**src/design/tga_pkg.sv**
```systemverilog
package tga_pkg;

  localparam logic [1:0] KIND_HEADER = 2'd0;
  localparam logic [1:0] KIND_PIXEL  = 2'd1;
  localparam logic [1:0] KIND_ERROR  = 2'd2;

  localparam logic [1:0] ERR_PATTERN  = 2'd0;
  localparam logic [1:0] ERR_ZERO_DIM = 2'd1;
  localparam logic [1:0] ERR_DEPTH    = 2'd2;

  localparam int PAT_LEN = 12;

  // header byte positions
  localparam logic [4:0] HPOS_FIRST_PAT  = 5'd1;
  localparam logic [4:0] HPOS_WIDTH_LO   = 5'd12;
  localparam logic [4:0] HPOS_WIDTH_HI   = 5'd13;
  localparam logic [4:0] HPOS_HEIGHT_LO  = 5'd14;
  localparam logic [4:0] HPOS_HEIGHT_HI  = 5'd15;
  localparam logic [4:0] HPOS_DEPTH      = 5'd16;
  localparam logic [4:0] HPOS_VERDICT    = 5'd17;

  localparam logic [7:0] DEPTH_24     = 8'd24;
  localparam logic [7:0] DEPTH_32     = 8'd32;
  localparam logic [7:0] ALPHA_OPAQUE = 8'd255;

  // uncompressed true-colour header signature, byte 0 unused
  localparam logic [7:0] HDR_PATTERN [0:PAT_LEN-1] = '{
    8'h00, 8'h00, 8'h02, 8'h00, 8'h00, 8'h00,
    8'h00, 8'h00, 8'h00, 8'h00, 8'h00, 8'h00
  };

  typedef struct packed {
    logic [1:0]  kind;
    logic [7:0]  red;
    logic [7:0]  green;
    logic [7:0]  blue;
    logic [7:0]  alpha;
    logic [15:0] image_width;
    logic [15:0] image_height;
    logic        has_alpha;
    logic [1:0]  error_code;
    logic        last_pixel;
  } result_t;

endpackage

```
**src/design/tga_truecolor_to_rgba_parser_top.sv**
```systemverilog
// a result beat is registered into the output stage, or into the skid stage while the output is stalled
// throughput: one file byte per cycle while in_stall is low, set by the single-pass parser update
// a one-entry skid stage lets bytes flow while a result waits at the output
// reset: synchronous, active low; parser idles until a start-of-file beat,
// output and skid stages empty
module tga_truecolor_to_rgba_parser_top (
  input  logic        clk,
  input  logic        rst_n,
  input  logic        in_valid,
  output logic        in_stall,
  input  logic [7:0]  in_data_byte,
  input  logic        in_start_of_file,
  output logic        out_valid,
  input  logic        out_stall,
  output logic [1:0]  out_kind,
  output logic [7:0]  out_red,
  output logic [7:0]  out_green,
  output logic [7:0]  out_blue,
  output logic [7:0]  out_alpha,
  output logic [15:0] out_image_width,
  output logic [15:0] out_image_height,
  output logic        out_has_alpha,
  output logic [1:0]  out_error_code,
  output logic        out_last_pixel
);
  import tga_pkg::*;

  logic    accept;
  logic    res_valid;
  result_t res;
  logic    buf_full;
  result_t out_data;

  // stall only once the skid stage holds a beat; the output register alone
  // never blocks the input side
  assign in_stall = buf_full;
  assign accept   = in_valid && !in_stall;

  // header check, byte capture and pixel counting
  tga_parser u_parser (
    .clk           (clk),
    .rst_n         (rst_n),
    .accept        (accept),
    .data_byte     (in_data_byte),
    .start_of_file (in_start_of_file),
    .res_valid     (res_valid),
    .res           (res)
  );

  // output register plus skid entry
  tga_outbuf u_outbuf (
    .clk       (clk),
    .rst_n     (rst_n),
    .push      (accept && res_valid),
    .push_data (res),
    .full      (buf_full),
    .out_valid (out_valid),
    .out_stall (out_stall),
    .out_data  (out_data)
  );

  // fields not relevant to a beat's kind are zero from the parser
  assign out_kind         = out_data.kind;
  assign out_red          = out_data.red;
  assign out_green        = out_data.green;
  assign out_blue         = out_data.blue;
  assign out_alpha        = out_data.alpha;
  assign out_image_width  = out_data.image_width;
  assign out_image_height = out_data.image_height;
  assign out_has_alpha    = out_data.has_alpha;
  assign out_error_code   = out_data.error_code;
  assign out_last_pixel   = out_data.last_pixel;

endmodule

```
**src/design/tga_parser.sv**
```systemverilog
module tga_parser (
  input  logic              clk,
  input  logic              rst_n,
  input  logic              accept,
  input  logic [7:0]        data_byte,
  input  logic              start_of_file,
  output logic              res_valid,
  output tga_pkg::result_t  res
);
  import tga_pkg::*;

  typedef enum logic [1:0] {PH_IDLE, PH_HEADER, PH_PIXELS, PH_DONE} phase_t;

  phase_t      phase_r, phase_nxt;
  logic [4:0]  pos_r, pos_nxt;
  logic        pat_ok_r, pat_ok_nxt;
  logic [15:0] width_r, width_nxt;
  logic [15:0] height_r, height_nxt;
  logic        d32_r, d32_nxt;
  logic        dvalid_r, dvalid_nxt;
  logic [1:0]  bip_r, bip_nxt;
  logic [7:0]  blue_r, blue_nxt;
  logic [7:0]  green_r, green_nxt;
  logic [7:0]  red_r, red_nxt;
  logic [15:0] col_r, col_nxt;
  logic [15:0] row_r, row_nxt;

  logic [1:0]  last_idx;
  logic [16:0] col_inc;
  logic [16:0] row_inc;
  logic        last;
  logic        zero_dim;

  always_comb begin
    phase_nxt  = phase_r;
    pos_nxt    = pos_r;
    pat_ok_nxt = pat_ok_r;
    width_nxt  = width_r;
    height_nxt = height_r;
    d32_nxt    = d32_r;
    dvalid_nxt = dvalid_r;
    bip_nxt    = bip_r;
    blue_nxt   = blue_r;
    green_nxt  = green_r;
    red_nxt    = red_r;
    col_nxt    = col_r;
    row_nxt    = row_r;
    res        = '0;
    res_valid  = 1'b0;

    last_idx = d32_r ? 2'd3 : 2'd2;
    col_inc  = {1'b0, col_r} + 17'd1;
    row_inc  = {1'b0, row_r} + 17'd1;
    last     = (col_inc == {1'b0, width_r}) && (row_inc == {1'b0, height_r});
    zero_dim = (width_r == '0) || (height_r == '0);

    if (start_of_file) begin
      phase_nxt  = PH_HEADER;
      pos_nxt    = HPOS_FIRST_PAT;
      pat_ok_nxt = 1'b1;
      width_nxt  = '0;
      height_nxt = '0;
      d32_nxt    = 1'b0;
      dvalid_nxt = 1'b0;
      bip_nxt    = '0;
      col_nxt    = '0;
      row_nxt    = '0;
    end else begin
      unique case (phase_r)
        PH_HEADER: begin
          pos_nxt = pos_r + 5'd1;
          if (pos_r >= HPOS_VERDICT) begin
            pos_nxt   = pos_r;
            res_valid = 1'b1;
            if (!pat_ok_r || zero_dim || !dvalid_r) begin
              res.kind = KIND_ERROR;
              if (!pat_ok_r)    res.error_code = ERR_PATTERN;
              else if (zero_dim) res.error_code = ERR_ZERO_DIM;
              else               res.error_code = ERR_DEPTH;
              phase_nxt = PH_DONE;
            end else begin
              res.kind         = KIND_HEADER;
              res.image_width  = width_r;
              res.image_height = height_r;
              res.has_alpha    = d32_r;
              phase_nxt        = PH_PIXELS;
              bip_nxt          = '0;
              col_nxt          = '0;
              row_nxt          = '0;
            end
          end else if (pos_r == HPOS_WIDTH_LO) begin
            width_nxt[7:0] = data_byte;
          end else if (pos_r == HPOS_WIDTH_HI) begin
            width_nxt[15:8] = data_byte;
          end else if (pos_r == HPOS_HEIGHT_LO) begin
            height_nxt[7:0] = data_byte;
          end else if (pos_r == HPOS_HEIGHT_HI) begin
            height_nxt[15:8] = data_byte;
          end else if (pos_r == HPOS_DEPTH) begin
            d32_nxt    = (data_byte == DEPTH_32);
            dvalid_nxt = (data_byte == DEPTH_24) || (data_byte == DEPTH_32);
          end else if (pos_r >= HPOS_FIRST_PAT) begin
            if (data_byte != HDR_PATTERN[pos_r[3:0]]) pat_ok_nxt = 1'b0;
          end
        end
        PH_PIXELS: begin
          if (bip_r == 2'd0) blue_nxt  = data_byte;
          if (bip_r == 2'd1) green_nxt = data_byte;
          if (bip_r == 2'd2) red_nxt   = data_byte;
          if (bip_r < last_idx) begin
            bip_nxt = bip_r + 2'd1;
          end else begin
            bip_nxt          = '0;
            res_valid        = 1'b1;
            res.kind         = KIND_PIXEL;
            res.red          = (bip_r == 2'd2) ? data_byte : red_r;
            res.green        = green_r;
            res.blue         = blue_r;
            res.alpha        = d32_r ? data_byte : ALPHA_OPAQUE;
            res.last_pixel   = last;
            if (last) begin
              phase_nxt = PH_DONE;
            end else if (col_inc >= {1'b0, width_r}) begin
              col_nxt = '0;
              row_nxt = row_inc[15:0];
            end else begin
              col_nxt = col_inc[15:0];
            end
          end
        end
        PH_IDLE, PH_DONE: begin
        end
        default: begin
        end
      endcase
    end
  end

  always_ff @(posedge clk) begin
    if (!rst_n) begin
      phase_r <= PH_IDLE;
    end else if (accept) begin
      phase_r  <= phase_nxt;
      pos_r    <= pos_nxt;
      pat_ok_r <= pat_ok_nxt;
      width_r  <= width_nxt;
      height_r <= height_nxt;
      d32_r    <= d32_nxt;
      dvalid_r <= dvalid_nxt;
      bip_r    <= bip_nxt;
      blue_r   <= blue_nxt;
      green_r  <= green_nxt;
      red_r    <= red_nxt;
      col_r    <= col_nxt;
      row_r    <= row_nxt;
    end
  end

endmodule

```
**src/design/tga_outbuf.sv**
```systemverilog
module tga_outbuf (
  input  logic              clk,
  input  logic              rst_n,
  input  logic              push,
  input  tga_pkg::result_t  push_data,
  output logic              full,
  output logic              out_valid,
  input  logic              out_stall,
  output tga_pkg::result_t  out_data
);
  import tga_pkg::*;

  logic    out_valid_r;
  result_t out_data_r;
  logic    skid_valid_r;
  result_t skid_data_r;
  logic    out_free;

  assign out_free  = !out_valid_r || !out_stall;
  assign full      = skid_valid_r;
  assign out_valid = out_valid_r;
  assign out_data  = out_data_r;

  always_ff @(posedge clk) begin
    if (!rst_n) begin
      out_valid_r  <= 1'b0;
      skid_valid_r <= 1'b0;
    end else if (out_free) begin
      if (skid_valid_r) begin
        // skid drains first, a new beat takes its place
        out_valid_r  <= 1'b1;
        out_data_r   <= skid_data_r;
        skid_valid_r <= push;
        skid_data_r  <= push_data;
      end else begin
        out_valid_r <= push;
        out_data_r  <= push_data;
      end
    end else if (push) begin
      skid_valid_r <= 1'b1;
      skid_data_r  <= push_data;
    end
  end

endmodule

```
**config.mk**
```make
export PLATFORM = sky130hd
export DESIGN_NAME = tga_truecolor_to_rgba_parser_top
export DESIGN_NICKNAME = d
export VERILOG_FILES = /design/src/design/tga_pkg.sv /design/src/design/tga_truecolor_to_rgba_parser_top.sv /design/src/design/tga_parser.sv /design/src/design/tga_outbuf.sv
export SDC_FILE = /design/constraint.sdc
export NUM_CORES = 1
export LEC_CHECK = 0
export ABC_CLOCK_PERIOD_IN_PS = 7550
export BUFFER_PORTS_ARGS = -buffer_cell sky130_fd_sc_hd__buf_4
export CAP_MARGIN = 15
export CELL_PAD_IN_SITES_DETAIL_PLACEMENT = 1
export CELL_PAD_IN_SITES_GLOBAL_PLACEMENT = 2
export CORE_ASPECT_RATIO = 0.75
export CORE_MARGIN = 2
export CORE_UTILIZATION = 43
export DETAILED_ROUTE_END_ITERATION = 10
export HOLD_SLACK_MARGIN = 0.1
export PLACE_DENSITY_LB_ADDON = 0.1
export SKIP_CTS_REPAIR_TIMING = 1
export SLEW_MARGIN = 20
export SYNTH_ARGS = -nofsm -noshare
export SYNTH_HDL_FRONTEND = slang
export SYNTH_SLANG_ARGS = --single-unit
```
**constraint.sdc**
```tcl
create_clock -name clk -period 7.55 [get_ports clk]
set_input_delay 0.755 -clock clk [delete_from_list [all_inputs] [get_ports clk]]
set_output_delay 0.755 -clock clk [all_outputs]
set_load 0.02 [all_outputs]
```
Word level (Yosys, flattened, before mapping)
Memory sizes are Yosys's and may differ from the RTL's.
Index checks and enable logic that the tools add are counted.
Widths: inputs -> output; s select.
{"block": "classes", "reduce_logical": 42, "mux": 88, "add_sub_neg": 4, "n_bitwise": 2, "n_eq_ne": 27, "magnitude_cmp": 5}
{"op": "$mux 70", "count": 5}
{"op": "$mux 16", "count": 14}
{"op": "$mux 8", "count": 10}
{"op": "$mux 35", "count": 2}
{"op": "$mux 33", "count": 2}
{"op": "$pmux 16 s2", "count": 2}
{"op": "$add 16x1->17 const B", "count": 2}
{"op": "$eq 17x16->1", "count": 2}
{"op": "$mux 1", "count": 34}
{"op": "$logic_not 16->1", "count": 2}
{"op": "$mux 32", "count": 1}
{"op": "$reduce_and 5->1", "count": 5}
{"op": "$mux 2", "count": 12}
{"op": "$eq 5x4->1 const B", "count": 4}
{"op": "$reduce_bool 2->1", "count": 9}
{"op": "$ge 17x16->1", "count": 1}
{"op": "$reduce_and 8->1", "count": 2}
{"op": "$reduce_and 7->1", "count": 2}
{"op": "$ne 2x2->1 const B", "count": 6}
{"op": "$pmux 2 s2", "count": 3}
{"op": "$reduce_and 11->1", "count": 1}
{"op": "$ge 5x5->1 const B", "count": 2}
{"op": "$mux 5", "count": 2}
{"op": "$ne 3x2->1 const B", "count": 3}
{"op": "other kinds (25)", "count": 40}
{"block": "word_totals", "romBits": 128, "regBits": 242, "inputBits": 13, "wordCells": 206, "n_memories": 1}
{"name": "(name not given)", "depth": 16, "width": 8, "read_ports": 1, "rd_ports_with_merged_regs": 0, "write_ports": 0, "line_no": "tga_parser.sv:103", "text": "if (data_byte != HDR_PATTERN[pos_r[3:0]]) pat_ok_nxt = 1'b0;"}

Logic depth before layout (Yosys ltp)
Gate-level depths: netlist (run 1).
{"block": "logic_depth", "word_depth": 14, "depth_mapped": 14}

Cells and area by module
From an unflattened synthesis (run 1), not the netlist that was laid out.
{"block": "hier_totals", "hier_cells": 836, "area_unflattened_um2": 11608.6}
{"mod": "tga_parser", "area_per_inst_um2": 6198.4, "cells_each": 605, "instances": 1, "seq_area_each_um2": 2982.9}
{"mod": "tga_outbuf", "area_per_inst_um2": 5395.2, "cells_each": 229, "instances": 1, "seq_area_each_um2": 4244.1}
{"mod": "tga_truecolor_to_rgba_parser_top", "area_per_inst_um2": 15.0, "cells_each": 2, "instances": 1, "seq_area_each_um2": 0.0}

Least setup slack after synthesis (run 1)
No wires, ideal clock.
{"block": "synth_timing", "path_type": "register -> register", "start": "register u_parser.pos_r[1]", "end": "register u_outbuf.skid_data_r[0] (netlist bit) (enable)", "path_slack_ns": 2.042, "stages_incl_launch_ff": 9, "setup_ns": 0.521, "t_required_ns": 7.029, "arrival_ns": 4.987, "n_path_buf": 0, "period_less_slack_ns": 5.508, "path_cell_list": "edfxtp_1 inv_1 ha_1 nor3_1 a21oi_1 a22oi_1 nor4b_1 nand3_1 a21oi_1"}
{"block": "synth_via", "elab_chain_len": 7}
{"item": "start: declaration", "line_no": "tga_parser.sv:15", "text": "logic [4:0] pos_r, pos_nxt;"}
{"item": "start signal: assignment", "line_no": "tga_parser.sv:144", "text": "pos_r <= pos_nxt;"}
{"item": "$ge 5x5->1", "line_no": "tga_parser.sv:72", "text": "if (pos_r >= HPOS_VERDICT) begin"}
{"item": "$mux 1", "line_no": "tga_parser.sv:72"}
{"item": "$pmux 1 s2", "line_no": "tga_parser.sv:69", "text": "unique case (phase_r)"}
{"item": "$mux 1", "line_no": "tga_parser.sv:57", "text": "if (start_of_file) begin"}
{"item": "$logic_and 1x1->1", "line_no": "tga_truecolor_to_rgba_parser_top.sv:54", "text": ".push (accept && res_valid),"}
{"item": "$reduce_bool 2->1 (no line)"}
{"item": "$reduce_and 3->1 (no line)"}
{"item": "end signal: assignment", "line_no": "tga_outbuf.sv:34", "text": "skid_data_r <= push_data;"}
{"item": "end signal: assignment", "line_no": "tga_outbuf.sv:41", "text": "skid_data_r <= push_data;"}
{"item": "end: declaration", "line_no": "tga_outbuf.sv:16", "text": "result_t skid_data_r;"}
No other way between the ends.
A chain may end at the register's enable or synchronous reset.

Final worst setup path (run 1)
{"block": "layout_timing", "start": "register u_parser.col_r[0]", "end": "register u_parser.row_r[1] (enable)"}
{"block": "layout_via", "elab_chain_len": 5, "elab_cells_between_ends": 7, "cone_classes": "add/sub (1); order compare (1); eq/ne (3); reduce/logical (2)"}
{"item": "start: declaration", "line_no": "tga_parser.sv:25", "text": "logic [15:0] col_r, col_nxt;"}
{"item": "start signal: assignment", "line_no": "tga_parser.sv:154", "text": "col_r <= col_nxt;"}
{"item": "$add 16x1->17 (*)", "line_no": "tga_parser.sv:52", "text": "col_inc = {1'b0, col_r} + 17'd1;"}
{"item": "net u_parser.col_inc[11]", "line_no": "tga_parser.sv:29", "text": "logic [16:0] col_inc;"}
{"item": "branches (longest 3 deep; another with $ge 17x16->1)"}
{"item": "$reduce_and 8->1 (no line) (*)"}
{"item": "end signal: assignment", "line_no": "tga_parser.sv:155", "text": "row_r <= row_nxt;"}
{"item": "end: declaration", "line_no": "tga_parser.sv:26", "text": "logic [15:0] row_r, row_nxt;"}
Mark *: on every way through the listed nets, which the timed path passes.

==> results of run 1 <==
-- cell families after synthesis --
kind of cell	count (synthesis)	share of synthesized area, %
AOI/OAI and AO/OA	82	4.782
xor gates and xnor gates	44	3.906
adders and majority gates	28	3.107
buffers and inverters	80	2.785
DFF	242	64.09
muxes	77	7.689
and+or+nand+nor	275	13.65
-- cell type report --
type,instances,area (sq um)
multi-input cells,506,3759
inverters,42,157.7
clock inverters,18,151.4
clock buffers,30,686.9
flip-flops and latches,242,7231
repair buffers,93,698.2
fillers,2640,12730
well taps,344,430.4
-- layer usage --
metal / share of wire, % / wire [microns] / vias to the layer above / GRT usage [%]
met1: 50 / 13960 / 3573 / 31.04
met3: 4.8 / 1356 / 42 / 3.155
met5: 0 / 0 / - / 0
li1: - / - / 3287 / -
met4: 2.0 / 554 / 0 / 4.855
met2: 44 / 12300 / 140 / 31.67
-- layout by cell type (no fill, tap or decap), types with 7 or more instances in the layout --
cell type | netlist | final
a21o_1 | 7 | 7
a21oi_1 | 29 | 27
and3_1 | 63 | 63
buf_4 | 2 | 93
clkbuf_16 | 0 | 27
clkinv_2 | 0 | 8
edfxtp_1 | 238 | 238
ha_1 | 28 | 28
inv_1 | 42 | 42
mux2_2 | 77 | 77
nand2_1 | 32 | 32
nand2b_1 | 7 | 7
nand3_1 | 23 | 23
nand4_1 | 19 | 19
nor2_1 | 55 | 55
nor2b_1 | 18 | 18
nor3_1 | 14 | 14
nor4_1 | 17 | 17
o21ai_0 | 12 | 12
xnor2_1 | 28 | 28
xor2_1 | 12 | 12
-- flip-flops by register name, summed over array words and instances (netlist names) --
signal,cells
u_parser.d32_r,1
u_parser.red_r,8
u_parser.green_r,8
u_parser.bip_r,2
u_outbuf.skid_data_r,70
u_parser.width_r,16
u_parser.col_r,16
u_parser.pos_r,5
u_outbuf.full,1
u_parser.blue_r,8
u_outbuf.out_valid,1
u_parser.dvalid_r,1
u_outbuf.out_data,70
u_parser.phase_r,2
u_parser.height_r,16
u_parser.row_r,16
u_parser.pat_ok_r,1
-- power groups by stage --
stage | sequential [mW] | clock, mW | combinational [mW]
floorplan | 1.57 | 0 | 0.0905
global placement | 1.55 | 0 | 0.171
detailed placement | 1.56 | 0 | 0.176
CTS | 1.53 | 1.28 | 0.178
global route | 1.53 | 1.33 | 0.193
finish | 1.53 | 1.26 | 0.176
-- through the flow --
stage / hold WS (ns) / cell area, sq um / setup slack, ns / power, mW / utilization, %
6_report: 0.4527 / 13110 / 3.371 / 2.959 / 50.74
2_1_floorplan: 0.4659 / 11280 / 2.042 / 1.658 / -
5_1_grt: 0.4525 / 13110 / 2.946 / 3.055 / 50.74
3_3_place_gp: 0.4946 / 12280 / 3.708 / 1.726 / 47.50
3_5_place_dp: 0.5238 / 12280 / 3.410 / 1.732 / 47.50
4_1_cts: 0.4291 / 13110 / 3.346 / 2.989 / 50.74
-- worst register-to-register path, cell delays in order (launching register included) --
cell and delay (ns):
edfxtp_1 0.42, nand3_1 0.16, nor2_1 0.21, and3_1 0.28
nand2_1 0.10, nor2_1 0.14, xor2_1 0.22, ha_1 0.28
nand4_1 0.16, nor4_1 0.11, a2111oi_0 0.50, nand3_1 0.60
o211a_1 0.63
-- worst paths after layout --
path	from	endpoint	slack, ns	cells after the start
max	u_parser.col_r[0]	u_parser.row_r[1]	3.37	12
min	in_data_byte[6]	u_parser.green_r[6]	0.45	1
max reg2reg	u_parser.col_r[0]	u_parser.row_r[1]	3.37	12
min reg2reg	u_outbuf.skid_data_r[68]	u_outbuf.out_data[68]	0.53	2
==> results.py, run 1 <==
metrics = {
    "outcome": {
        "status": "finished, final reports clean",
    },
    "final_layout": {
        "nets": 952,
        "areaGrowthSynthToFinish_pct": 16.29,
        "layout-drive-gt1-share_pct": 24.60,
        "final_cell_count_no_fill": 1275,
        "diodes": 0,
    },
    "floorplan": {
        "core_sq_mm": 0.02584,
        "die_y_microns": 144.2,
        "die_area_sq_mm": 0.02755,
        "die_x_microns": 191.0,
        "ioPinCount": 85,
        "start_util_pct": 43.64,
        "placementRows": 51,
    },
    "grt": {
        "antenna_found_initial": 1,
        "grt_pass1_vias": 7332,
        "grtUsageTotal_pct": 20.71,
        "grt_pass1_wl_microns": 43360,
        "grt_overflow_total": 0,
        "grt_max_degree": 71,
    },
    "routing": {
        "routed_wl_microns": 28170,
        "first_iter_violations": 438,
        "via_count": 7042,
        "wire_per_inst_microns": 22.09,
        "antenna_left": 0,
        "vias_per_cell": 5.523,
        "dr.pass1.iters": 4,
        "drc": 0,
    },
    "yosys": {
        "synthTopCellsByArea": "edfxtp_1 (63%), mux2_2 (7.7%), and3_1 (3.5%), ha_1 (3.1%), xnor2_1 (2.2%)",
        "ys_seq_area_share_pct": 64.09,
        "synthDistinctLibCells": 59,
        "yosys.area.top_type_share_pct": 63.38,
        "netlist_area_sq_mm": 0.01128,
        "yosys_warnings": 0,
        "synth.avg_cell_area_sq_um": 13.62,
        "yosys.area.top_type": "edfxtp_1",
        "synthFlopType": "edfxtp_1",
        "ys_async_sr_fraction_pct": 0,
        "synth-seq-cells": 242,
        "synth_edf_count": 238,
        "synth.most_common_cell": "edfxtp_1",
        "synth_nets": 869,
        "synthCells": 828,
        "synthTopCellsByCount": "edfxtp_1 (238), mux2_2 (77), and3_1 (63)",
    },
    "power_and_ir_drop": {
        "p_seq_share_pct": 51.6,
        "p_int_mw": 2.287,
        "p_per_area_mw_per_mm2": 225.7,
        "pwr-share-clk_pct": 42.4,
        "ir_worst_vdd_uv": 150.3,
        "p_sw_mw": 0.6721,
        "p_leak_nw": 5.170,
        "pwr-share-comb_pct": 6.0,
        "switching_share_pct": 22.71,
    },
    "timing": {
        "fmax_ghz": 0.2393,
        "fin_crit_sh_pct": 55.35,
        "rsz0062_at_grt": "no",
        "hold_viol": 0,
        "setup_violations": 0,
        "fin_crit_ns": 4.179,
        "tns_ns": 0,
        "worst_slew_pin_slew_ns": 1.086,
        "skew_ns": 0.01419,
        "drv_slew": 0,
        "max-slew-margin-rel_pct": 27.60,
    },
    "cts": {
        "cts.htree.levels": 1,
        "clk_transition_reported_paths_ns": 0.06,
        "cts-root-buf": "clkbuf_16",
        "insertion_delay_ns": 0.54,
        "clockBufferDepth": 3,
        "clkSinkCount": 242,
        "cts_buffers": 26,
        "cts_tree": "built",
    },
    "worst_setup_path": {
        "cpMaxStageDelayCell": "o211a_1",
        "end_kind": "register",
        "cp_data_arrival_time_ns": 4.34,
        "crit_path_max_incr_delay_ns": 0.62,
        "crit_fanout": 17,
        "start_kind": "register",
        "critPathBufInv": 0,
        "critPathKind": "reg -> reg",
        "cp_cell_sequence": "nand3_1 -> nor2_1 -> and3_1 -> nand2_1 -> nor2_1 -> xor2_1 -> ha_1 -> nand4_1 -> nor4_1 -> a2111oi_0 -> nand3_1 -> o211a_1",
        "required_ns": 7.71,
        "critPathTopFamily": "simple AND/OR/NAND/NOR gates",
    },
    "min_path": {
        "hold_path_class": "in -> reg",
    },
    "placed_design": {
        "routabilityCongestion": 0.8371,
        "io_buffers": 84,
        "dp.cells": 1227,
        "dp_hpwl_microns": 19380,
    },
    "flow_run": {
        "max_cap_violations": 0,
    },
}
Note: power is estimated with default switching activity, not from simulation.
==> run 2: changes to the inputs <==
Settings changed: ABC_AREA from default to 1, ABC_CLOCK_PERIOD_IN_PS 7550 to 3800, CORE_UTILIZATION 43 to 35.
Clock period 7.55 ns to 3.8 ns, I/O delays scaled along.
==> run 2 against run 1 <==
Against the previous run:
- count of clock-buffer cells in the layout grew 2
- hold slack got worse by 0.32 ns
- sequential share of layout area fell by 1.6 points
- clock power up 100%
- non-clock buffer count up 18
- maximum frequency grew 20%
- largest cell class unchanged
- critical path type unchanged
- global-route usage shrank 1.7 points
- flip-flop and latch count is the same
- power is 100% higher
- routed wire length increased by 11%
- first-iteration DRC count shrank 19%
- synthesized cell count grew 36%
==> results.py, run 2 <==
metrics = {
    "cts": {
        "cts-root-buf": "clkbuf_16",
        "cts.htree.levels": 1,
        "cts_buffers": 27,
        "clk_transition_reported_paths_ns": 0.06,
        "insertion_delay_ns": 0.55,
        "clockBufferDepth": 3,
        "cts_tree": "built",
        "clkSinkCount": 242,
    },
    "power_and_ir_drop": {
        "p_seq_share_pct": 50.7,
        "p_int_mw": 4.610,
        "switching_share_pct": 22.67,
        "pwr-share-comb_pct": 6.3,
        "p_sw_mw": 1.351,
        "pwr-share-clk_pct": 43.0,
        "power.total_mw": 5.961,
        "p_leak_nw": 5.713,
        "ir_worst_vdd_uv": 305.1,
        "p_per_area_mw_per_mm2": 441.9,
    },
    "timing": {
        "fin_crit_ns": 3.478,
        "setup_violations": 0,
        "tns_ns": 0,
        "fin_hold_ws_ns": 0.1363,
        "hold_viol": 0,
        "fmax_ghz": 0.2875,
        "fin_crit_sh_pct": 91.52,
        "skew_ns": 0.01873,
        "worst_slew_pin_slew_ns": 0.8980,
        "fin_ws_ns": 0.3223,
        "drv_slew": 0,
        "max-slew-margin-rel_pct": 40.13,
    },
    "yosys": {
        "synthFlopType": "edfxtp_1",
        "synth.avg_cell_area_sq_um": 10.01,
        "synth-seq-cells": 242,
        "yosys.area.top_type_share_pct": 63.21,
        "netlist_area_sq_mm": 0.01131,
        "synth.most_common_cell": "nand2_1",
        "synthTopCellsByCount": "nand2_1 (343), edfxtp_1 (238), inv_1 (141)",
        "synthCells": 1130,
        "synth_nets": 1171,
        "synth_edf_count": 238,
        "synthDistinctLibCells": 39,
        "ys_seq_area_share_pct": 63.92,
        "ys_async_sr_fraction_pct": 0,
        "synthTopCellsByArea": "edfxtp_1 (63%), nand2_1 (11%), inv_1 (4.7%), nor2_1 (4.1%), ha_1 (3.1%)",
        "yosys_warnings": 0,
        "yosys.area.top_type": "edfxtp_1",
    },
    "flow_run": {
        "max_cap_violations": 0,
    },
    "placed_design": {
        "io_buffers": 84,
        "dp_slack_ns": 0.1383,
        "dp_hpwl_microns": 22040,
        "routabilityCongestion": 0.8260,
    },
    "final_layout": {
        "layout_common_cells": "nand2_1 (342), edfxtp_1 (238), inv_1 (141), nor2_1 (118), buf_4 (101)",
        "areaGrowthSynthToFinish_pct": 19.30,
        "layout-drive-gt1-share_pct": 13.81,
        "final_common_cell": "nand2_1",
        "utilization_pct": 42.78,
        "register_area_sq_mm": 0.007228,
        "fillers": 3521,
        "multi_input_area_sq_mm": 0.003480,
        "diodes": 0,
        "nets": 1281,
    },
    "grt": {
        "grt_overflow_total": 0,
        "grt-busiest-layer": "met1",
        "grt_max_degree": 74,
        "antenna_found_initial": 0,
        "grtUsageTotal_pct": 19.06,
        "grt_pass1_wl_microns": 49620,
        "grt.met2_usage_pct": 28.89,
        "grt_pass1_vias": 8326,
        "use_met3_pct": 2.458,
        "gr-usage-met1_pct": 29.15,
    },
    "floorplan": {
        "die_x_microns": 211.5,
        "die_y_microns": 159.7,
        "core_sq_mm": 0.03153,
        "ioPinCount": 85,
        "placementRows": 56,
        "start_util_pct": 35.86,
        "die_area_sq_mm": 0.03378,
    },
    "min_path": {
        "hold_path_class": "in -> reg",
        "hold_path_depth": 3,
    },
    "outcome": {
        "status": "finished, final reports clean",
    },
    "worst_setup_path": {
        "cp_cell_sequence": "nand3_1 -> nor2_1 -> inv_1 -> nor2_2 -> inv_1 -> nor2_2 -> nand2_2 -> nor3_2 -> xnor2_1 -> inv_1 -> ha_4 -> nand2_1 -> nor2_1 -> nand3_1 -> nor2_1 -> nand2_1 -> nor2_2 -> nand3b_1 -> nor2_2 -> nand3_1 -> nand2_1 -> inv_2 -> and2_1 -> buf_6",
        "reg2reg_depth": 24,
        "cpMaxStageDelayCell": "edfxtp_1",
        "rrSetupSlack_ns": 0.32,
        "crit_path_frequent_cell": "nor2_2",
        "cp_data_arrival_time_ns": 3.77,
        "start_kind": "register",
        "required_ns": 4.09,
        "critPathKind": "reg -> reg",
        "crit_path_max_incr_delay_ns": 0.40,
        "end_kind": "register",
        "crit_fanout": 16,
    },
    "routing": {
        "via_count": 8082,
        "drc": 0,
        "wire_per_inst_microns": 18.79,
        "antenna_left": 0,
        "first_iter_violations": 356,
        "dr.pass1.iters": 4,
        "routed_wl_microns": 31310,
        "vias_per_cell": 4.851,
    },
}
-- run 2: changes by cell type in the layout (fill, tap and decap cells not counted), sizes merged, moves of 18 or more --
cell,previous run,this run
nor2b,18,0
xnor2,28,4
nor3,15,40
and3,63,3
mux2,77,0
nor2,55,130
inv,43,148
nand2,33,346
-- run 2: path summary, 6_finish.rpt --
kind                                       endpoint                start
worst max-delay path             u_parser.row_r[13]    u_parser.col_r[0]
worst min-delay path                  u_outbuf.full            out_stall
worst max register to register   u_parser.row_r[13]    u_parser.col_r[0]
worst min register to register  u_parser.phase_r[1]  u_parser.phase_r[1]
-- run 2: per-stage QoR --
step	cell area [sq um]	std cells
global placement	12450	1604
finish	13490	1666
detailed placement	12450	1604
CTS	13310	1653
global route	13490	1666
floorplan	11310	1130
-- run 2: final cells by class --
type | instances | share of cell area (%)
Sequential cell | 242 | 53.58
Multi-Input combinational cell | 710 | 25.80
Timing Repair Buffer | 111 | 6.372
Clock buffer | 32 | 5.148
Inverter | 148 | 4.118
Tap cell | 406 | 3.766
Clock inverter | 17 | 1.215
-- run 2: logic make-up after synthesis --
| family | after synthesis | share of synthesized area (%) |
|---|---|---|
| AOI/OAI and AO/OA | 64 | 3.187 |
| xor gates and xnor gates | 16 | 1.372 |
| adders and majority gates | 28 | 3.098 |
| buffers and inverters | 178 | 6.020 |
| DFF | 242 | 63.92 |
| and+or+nand+nor | 602 | 22.41 |
-- run 2: power groups by stage --
| stage | sequential, mW | clock (mW) | combinational (mW) |
|---|---|---|---|
| global placement | 3.08 | 0 | 0.364 |
| CTS | 3.02 | 2.65 | 0.367 |
| global route | 3.03 | 2.74 | 0.419 |
| detailed placement | 3.08 | 0 | 0.365 |
| finish | 3.02 | 2.56 | 0.376 |
| floorplan | 3.11 | 0 | 0.176 |
-- run 2: critical path: cells and delay by family (launching register included) --
kind / cells / cell delay [ns]
and+or+nand+nor: 17 / 1.86
adders and majority gates: 1 / 0.29
xor gates and xnor gates: 1 / 0.16
buffers and inverters: 5 / 0.48
DFF: 1 / 0.40
-- run 2: routing by layer --
layer	wire length, microns	up-vias
li1	-	3982
met1	16290	3935
met2	13450	129
met3	998	36
met4	577	0
met5	0	-
